<file path="config.mk">
export PLATFORM = sky130hd
export DESIGN_NAME = hmt_cfg
export DESIGN_NICKNAME = d
export VERILOG_FILES = /design/src/sv/hmt_pkg.sv /design/src/sv/hmt_cfg.sv
export SDC_FILE = /design/constraint.sdc
export NUM_CORES = 1
export LEC_CHECK = 0
export BUFFER_PORTS_ARGS = -buffer_cell sky130_fd_sc_hd__clkbuf_2
export CAP_MARGIN = 20
export CORE_MARGIN = 1
export CORE_UTILIZATION = 51
export CTS_CLUSTER_DIAMETER = 50
export DETAILED_ROUTE_END_ITERATION = 8
export MAX_ROUTING_LAYER = met4
export PLACE_DENSITY = 0.8
export SYNTH_ARGS = -nofsm -noshare
export SYNTH_HDL_FRONTEND = slang
export SYNTH_SLANG_ARGS = --single-unit
</file>
<file path="constraint.sdc">
create_clock -name clk -period 2.8 [get_ports clk]
set_input_delay 0.7 -clock clk [delete_from_list [all_inputs] [get_ports clk]]
set_output_delay 0.7 -clock clk [all_outputs]
set_load 0.005 [all_outputs]
</file>
<file path="src/sv/hmt_pkg.sv">
// shared types, constants and helpers for the heightmap triangulator
package hmt_pkg;

  localparam int unsigned LineMaxDef = 4096;

  // facet kinds
  localparam logic [1:0] KindSurface = 2'd0;
  localparam logic [1:0] KindWall    = 2'd1;
  localparam logic [1:0] KindBottom  = 2'd2;

  // register indexes
  localparam logic [2:0] RegColumns     = 3'd0;
  localparam logic [2:0] RegRows        = 3'd1;
  localparam logic [2:0] RegColumnPitch = 3'd2;
  localparam logic [2:0] RegRowPitch    = 3'd3;
  localparam logic [2:0] RegHeightGain  = 3'd4;
  localparam logic [2:0] RegBaseHeight  = 3'd5;
  localparam logic [2:0] RegFloodDepth  = 3'd6;

  typedef struct packed {
    logic signed [31:0] x;
    logic signed [31:0] y;
    logic signed [31:0] z;
  } vert_t;

  typedef struct packed {
    logic [1:0] kind;
    vert_t      v0;
    vert_t      v1;
    vert_t      v2;
    logic       last;
  } facet_t;

  // sample context handed from the front stage to the facet sequencer
  typedef struct packed {
    logic signed [31:0] h;
    logic signed [31:0] above;
    logic signed [31:0] left;
    logic signed [31:0] upleft;
    logic signed [31:0] xc;
    logic signed [31:0] xl;
    logic signed [31:0] yr;
    logic signed [31:0] yd;
    logic               row0;
    logic               col0;
    logic               last_col;
    logic               last_row;
  } ctx_t;

  // saturate a 64-bit signed value to 32 bits
  function automatic logic signed [31:0] sat32(input logic signed [63:0] v);
    logic signed [31:0] r;
    if (v > 64'sh7FFF_FFFF) r = 32'sh7FFF_FFFF;
    else if (v < -64'sh8000_0000) r = 32'sh8000_0000;
    else r = v[31:0];
    return r;
  endfunction

  // clamp an unsigned product to the positive 32-bit range
  function automatic logic signed [31:0] posclamp(input logic [47:0] p);
    logic signed [31:0] r;
    if (p > 48'h7FFF_FFFF) r = 32'sh7FFF_FFFF;
    else r = $signed({1'b0, p[30:0]});
    return r;
  endfunction

endpackage

</file>
<file path="src/sv/hmt_cfg.sv">
// configuration register bank on the APB-style port
module hmt_cfg (
  input  logic                clk,
  input  logic                rst_n,
  input  logic                cfg_psel,
  input  logic                cfg_penable,
  input  logic                cfg_pwrite,
  input  logic [4:0]          cfg_paddr,
  input  logic [31:0]         cfg_pwdata,
  output logic [31:0]         cfg_prdata,
  output logic                cfg_pready,
  output logic [12:0]         columns,
  output logic [15:0]         rows,
  output logic [30:0]         column_pitch,
  output logic [30:0]         row_pitch,
  output logic [31:0]         height_gain,
  output logic signed [31:0]  base_height,
  output logic [30:0]         flood_depth
);

  logic [12:0] columns_r;
  logic [15:0] rows_r;
  logic [30:0] column_pitch_r, row_pitch_r, flood_depth_r;
  logic [31:0] height_gain_r, base_height_r;
  logic [2:0]  idx;
  logic        wr;

  assign idx = cfg_paddr[4:2];
  assign wr = cfg_psel && cfg_penable && cfg_pwrite;
  assign cfg_pready = 1'b1;

  // register writes
  always_ff @(posedge clk) begin
    if (!rst_n) begin
      columns_r      <= 13'd10;
      rows_r         <= 16'd10;
      column_pitch_r <= 31'd65536;
      row_pitch_r    <= 31'd65536;
      height_gain_r  <= 32'd268435;
      base_height_r  <= 32'd196608;
      flood_depth_r  <= 31'd65536;
    end else if (wr) begin
      case (idx)
        hmt_pkg::RegColumns:     columns_r      <= cfg_pwdata[12:0];
        hmt_pkg::RegRows:        rows_r         <= cfg_pwdata[15:0];
        hmt_pkg::RegColumnPitch: column_pitch_r <= cfg_pwdata[30:0];
        hmt_pkg::RegRowPitch:    row_pitch_r    <= cfg_pwdata[30:0];
        hmt_pkg::RegHeightGain:  height_gain_r  <= cfg_pwdata;
        hmt_pkg::RegBaseHeight:  base_height_r  <= cfg_pwdata;
        hmt_pkg::RegFloodDepth:  flood_depth_r  <= cfg_pwdata[30:0];
        default: ;
      endcase
    end
  end

  // read back
  always_comb begin
    case (idx)
      hmt_pkg::RegColumns:     cfg_prdata = {19'd0, columns_r};
      hmt_pkg::RegRows:        cfg_prdata = {16'd0, rows_r};
      hmt_pkg::RegColumnPitch: cfg_prdata = {1'b0, column_pitch_r};
      hmt_pkg::RegRowPitch:    cfg_prdata = {1'b0, row_pitch_r};
      hmt_pkg::RegHeightGain:  cfg_prdata = height_gain_r;
      hmt_pkg::RegBaseHeight:  cfg_prdata = base_height_r;
      hmt_pkg::RegFloodDepth:  cfg_prdata = {1'b0, flood_depth_r};
      default:                 cfg_prdata = 32'd0;
    endcase
  end

  assign columns      = columns_r;
  assign rows         = rows_r;
  assign column_pitch = column_pitch_r;
  assign row_pitch    = row_pitch_r;
  assign height_gain  = height_gain_r;
  assign base_height  = $signed(base_height_r);
  assign flood_depth  = flood_depth_r;

endmodule

</file>
==> results.ini <==
[floorplanning]
die_w_microns = 129.9
initial_core_util = 0.5233
die_area_sq_um = 16870
coreArea_sq_um = 15940
pin_count = 261
num_rows = 46
fp.dieH_microns = 129.9

[setup_path]
rr_endpoint = column_pitch[16]
crit_slowest_cell = a221o_1
path_max_fanout = 31
crit_required_ns = 2.10
crit_chain = clkbuf_2 -> buf_12 -> nor2b_1 -> buf_4 -> a22o_1 -> a221o_1 -> clkbuf_2
crit_type = in -> out
cp-endpoint = cfg_prdata[25]
r2r_slack_ns = 2.04
setup.worst_path.start = cfg_paddr[3]
cp-start-kind = primary input
reg2reg_from = column_pitch[16]
cpMostUsedCell = clkbuf_2
cp-end-kind = output pin
critPathMaxStageDelay_ns = 0.33
reg2reg_depth = 2
cp.arrival_ns = 2.05

[synth]
synthCells = 858
synth_xor_area_frac = 0
synth_top_area_cell = dfxtp_1
synthTopCellsByCount = mux2i_1 (222), nand2_1 (213), dfxtp_1 (186)
synthTopCellsByArea = dfxtp_1 (45%), mux2i_1 (27%), nand2_1 (9.6%), a22o_1 (2.5%), a221o_1 (1.8%)
synth_top_area_share = 0.4463
synth_compound_area_frac = 0.08758
syn_area_per_cell_sq_um = 9.724
ys_warn_count = 0
synth_edf_count = 0
seq_area_frac_synth = 0.4463
async_flop_share = 0
yosysMostFrequentCell = mux2i_1
synth_nets = 900
synth_top_family_by_area = multiplexers
synth_flop_cell = dfxtp_1
synth_mux_area_frac = 0.2704
synthAdderAreaFrac = 0
syn_area_sq_um = 8343
ys_types = 37
ys_seq_elements = 186
synth-simple-area-share = 0.1461

[cts]
cts_tree = built
htreeDepth = 4
postCtsSetupBuffers = 0
numCtsBuffers = 17
clk_latency_ns = 0.43
clockBufferDepth = 2
clk_pin_slew_ns = 0.07
cts_num_sinks = 186
root_buffer = clkbuf_16

[sta]
period_minus_slack_ns = 2.754
hold_slack_ns = 0.4722
period_share = 0.9835
hold_violations = 0
max_freq_ghz = 0.3631
slew_headroom = 0.6184
rsz0062_at_grt = no
tns_ns = 0
finalClockSkew_ns = 0
tightest_slew_ns = 0.5712
slew_violations = 0
setup_violations = 0

[route]
drt-initial-drc-count = 528
wl_per_cell_microns = 18.80
final_antenna_net_count = 0
drt-pass1-iter-count = 6
viasPerCell = 5.534
routed_wl_microns = 25130
vias = 7399
drc = 0

[final_layout]
syn2layout_area_growth_pct = 27.62
postLayoutCellArea_sq_um = 10650
antenna_cells = 0
drive_gt1_frac = 0.3176
nets = 1150
n_fill_cell = 1273

[grt]
grt.total_usage = 0.3067
grt_max_degree = 55
grt_pass1_vias = 7084
overflow = 0
grt_pass1_wl_microns = 38050
antenna_found_initial = 0

[power_and_ir_drop]
power_switching_mw = 1.338
power.density_nw_per_um2 = 537.6
p_total_mw = 5.724
leakage_nw = 4.750
p_comb_frac = 0.074
pwr-share-clk = 0.457
swShare = 0.2338
ir_drop_mv = 0.4095
p_int_mw = 4.386
seq_power_share = 0.469

[placement]
place.gp.congestion = 0.8178
dpl_cell_area_sq_um = 9968
io_buffers = 257
dp_hpwl_microns = 17380

[hold_path]
hold_class = reg -> reg

[run]
drv_cap = 0

[status]
status = finished, final reports clean

-- area by class of cell --
cell class / instances / area (sq um) / share of cell area
inverters: 4 / 15.01 / 0.001410
clock inverters: 12 / 185.2 / 0.01739
multi-input cells: 598 / 4240 / 0.3982
repair buffers: 301 / 1757 / 0.1650
clock buffers: 20 / 456.7 / 0.04289
well taps: 216 / 270.3 / 0.02538
flip-flops and latches: 186 / 3724 / 0.3497
-- metal layers --
metal	track usage	vias to the layer above	routed length (microns)
li1	-	3501	-
met1	0.3661	3559	10780
met2	0.5064	303	12000
met3	0.06273	36	1838
met4	0.1224	0	517
met5	-	-	0
-- kinds of logic (layout without fill, tap and decap cells) --
| kind of cell | count (synthesis) | count (layout) |
|---|---|---|
| simple gates | 280 | 280 |
| mux | 225 | 225 |
| flops | 186 | 186 |
| compound gates | 92 | 92 |
| buf+inv | 74 | 337 |
| other cells | 1 | 1 |
-- state kept, by name, indices dropped and copies added (netlist names) --
signal        cells
column_pitch     31
rows             16
row_pitch        31
height_gain      32
base_height      32
flood_depth      31
columns          13
-- power by group through the flow --
stage          Combinational (mW)  Clock (mW)  Sequential, mW
2_1_floorplan               0.240           0            2.74
3_3_place_gp                0.410           0            2.74
3_5_place_dp                0.415           0            2.74
4_1_cts                     0.419        2.64            2.68
5_1_grt                     0.455        2.74            2.68
6_report                    0.425        2.62            2.68
-- cell usage in the layout, fill, tap and decap left out, drive strengths merged, types with 4 or more instances in the layout --
cell type | netlist | routed
a221o | 15 | 15
a22o | 24 | 24
a22oi | 4 | 4
a2bb2oi | 7 | 7
a31oi | 9 | 9
a32oi | 4 | 4
buf | 42 | 46
bufinv | 0 | 4
clkbuf | 28 | 275
dfxtp | 186 | 186
inv | 4 | 8
mux2i | 222 | 222
nand2 | 213 | 213
nand3 | 16 | 16
nor2 | 21 | 21
nor2b | 10 | 10
o211ai | 8 | 8
o21ai | 12 | 12
or2 | 10 | 10
-- worst max-delay path, delay by kind of cell --
family	cells	cell delay, ns
AOI/OAI and AO/OA	2	0.52
buffers and inverters	4	0.67
and+or+nand+nor	1	0.15
-- through the flow --
step                      instances  setup slack (ns)  utilization
after detailed placement       1305           -0.1389       0.6253
after global placement         1305           -0.1495       0.6253
final                          1337           0.04609       0.6679
after CTS                      1337          0.003813       0.6668
after floorplan                 858            0.3382            -
after global routing           1337           0.01146       0.6679
-- worst min path at each step --
| stage | slack, ns | to | startpoint | cells past startpoint |
|---|---|---|---|---|
| detailed placement | 0.46 | column_pitch[28] | column_pitch[28] | 2 |
| global route | 0.48 | height_gain[29] | height_gain[29] | 2 |
| CTS | 0.47 | column_pitch[28] | column_pitch[28] | 2 |
| floorplan | 0.46 | flood_depth[13] | flood_depth[13] | 2 |
| global placement | 0.45 | column_pitch[28] | column_pitch[28] | 2 |
| finish | 0.47 | column_pitch[29] | column_pitch[29] | 2 |
-- timing repair --
action / in CTS / in global routing
endpoints found under the setup margin: 22 / 22
cloned: 0 / 0
hold buffers: 0 / 0
pin swaps: 0 / 0
gates resized for setup: 5 / 6
Power figures use the tool's default switching activity.
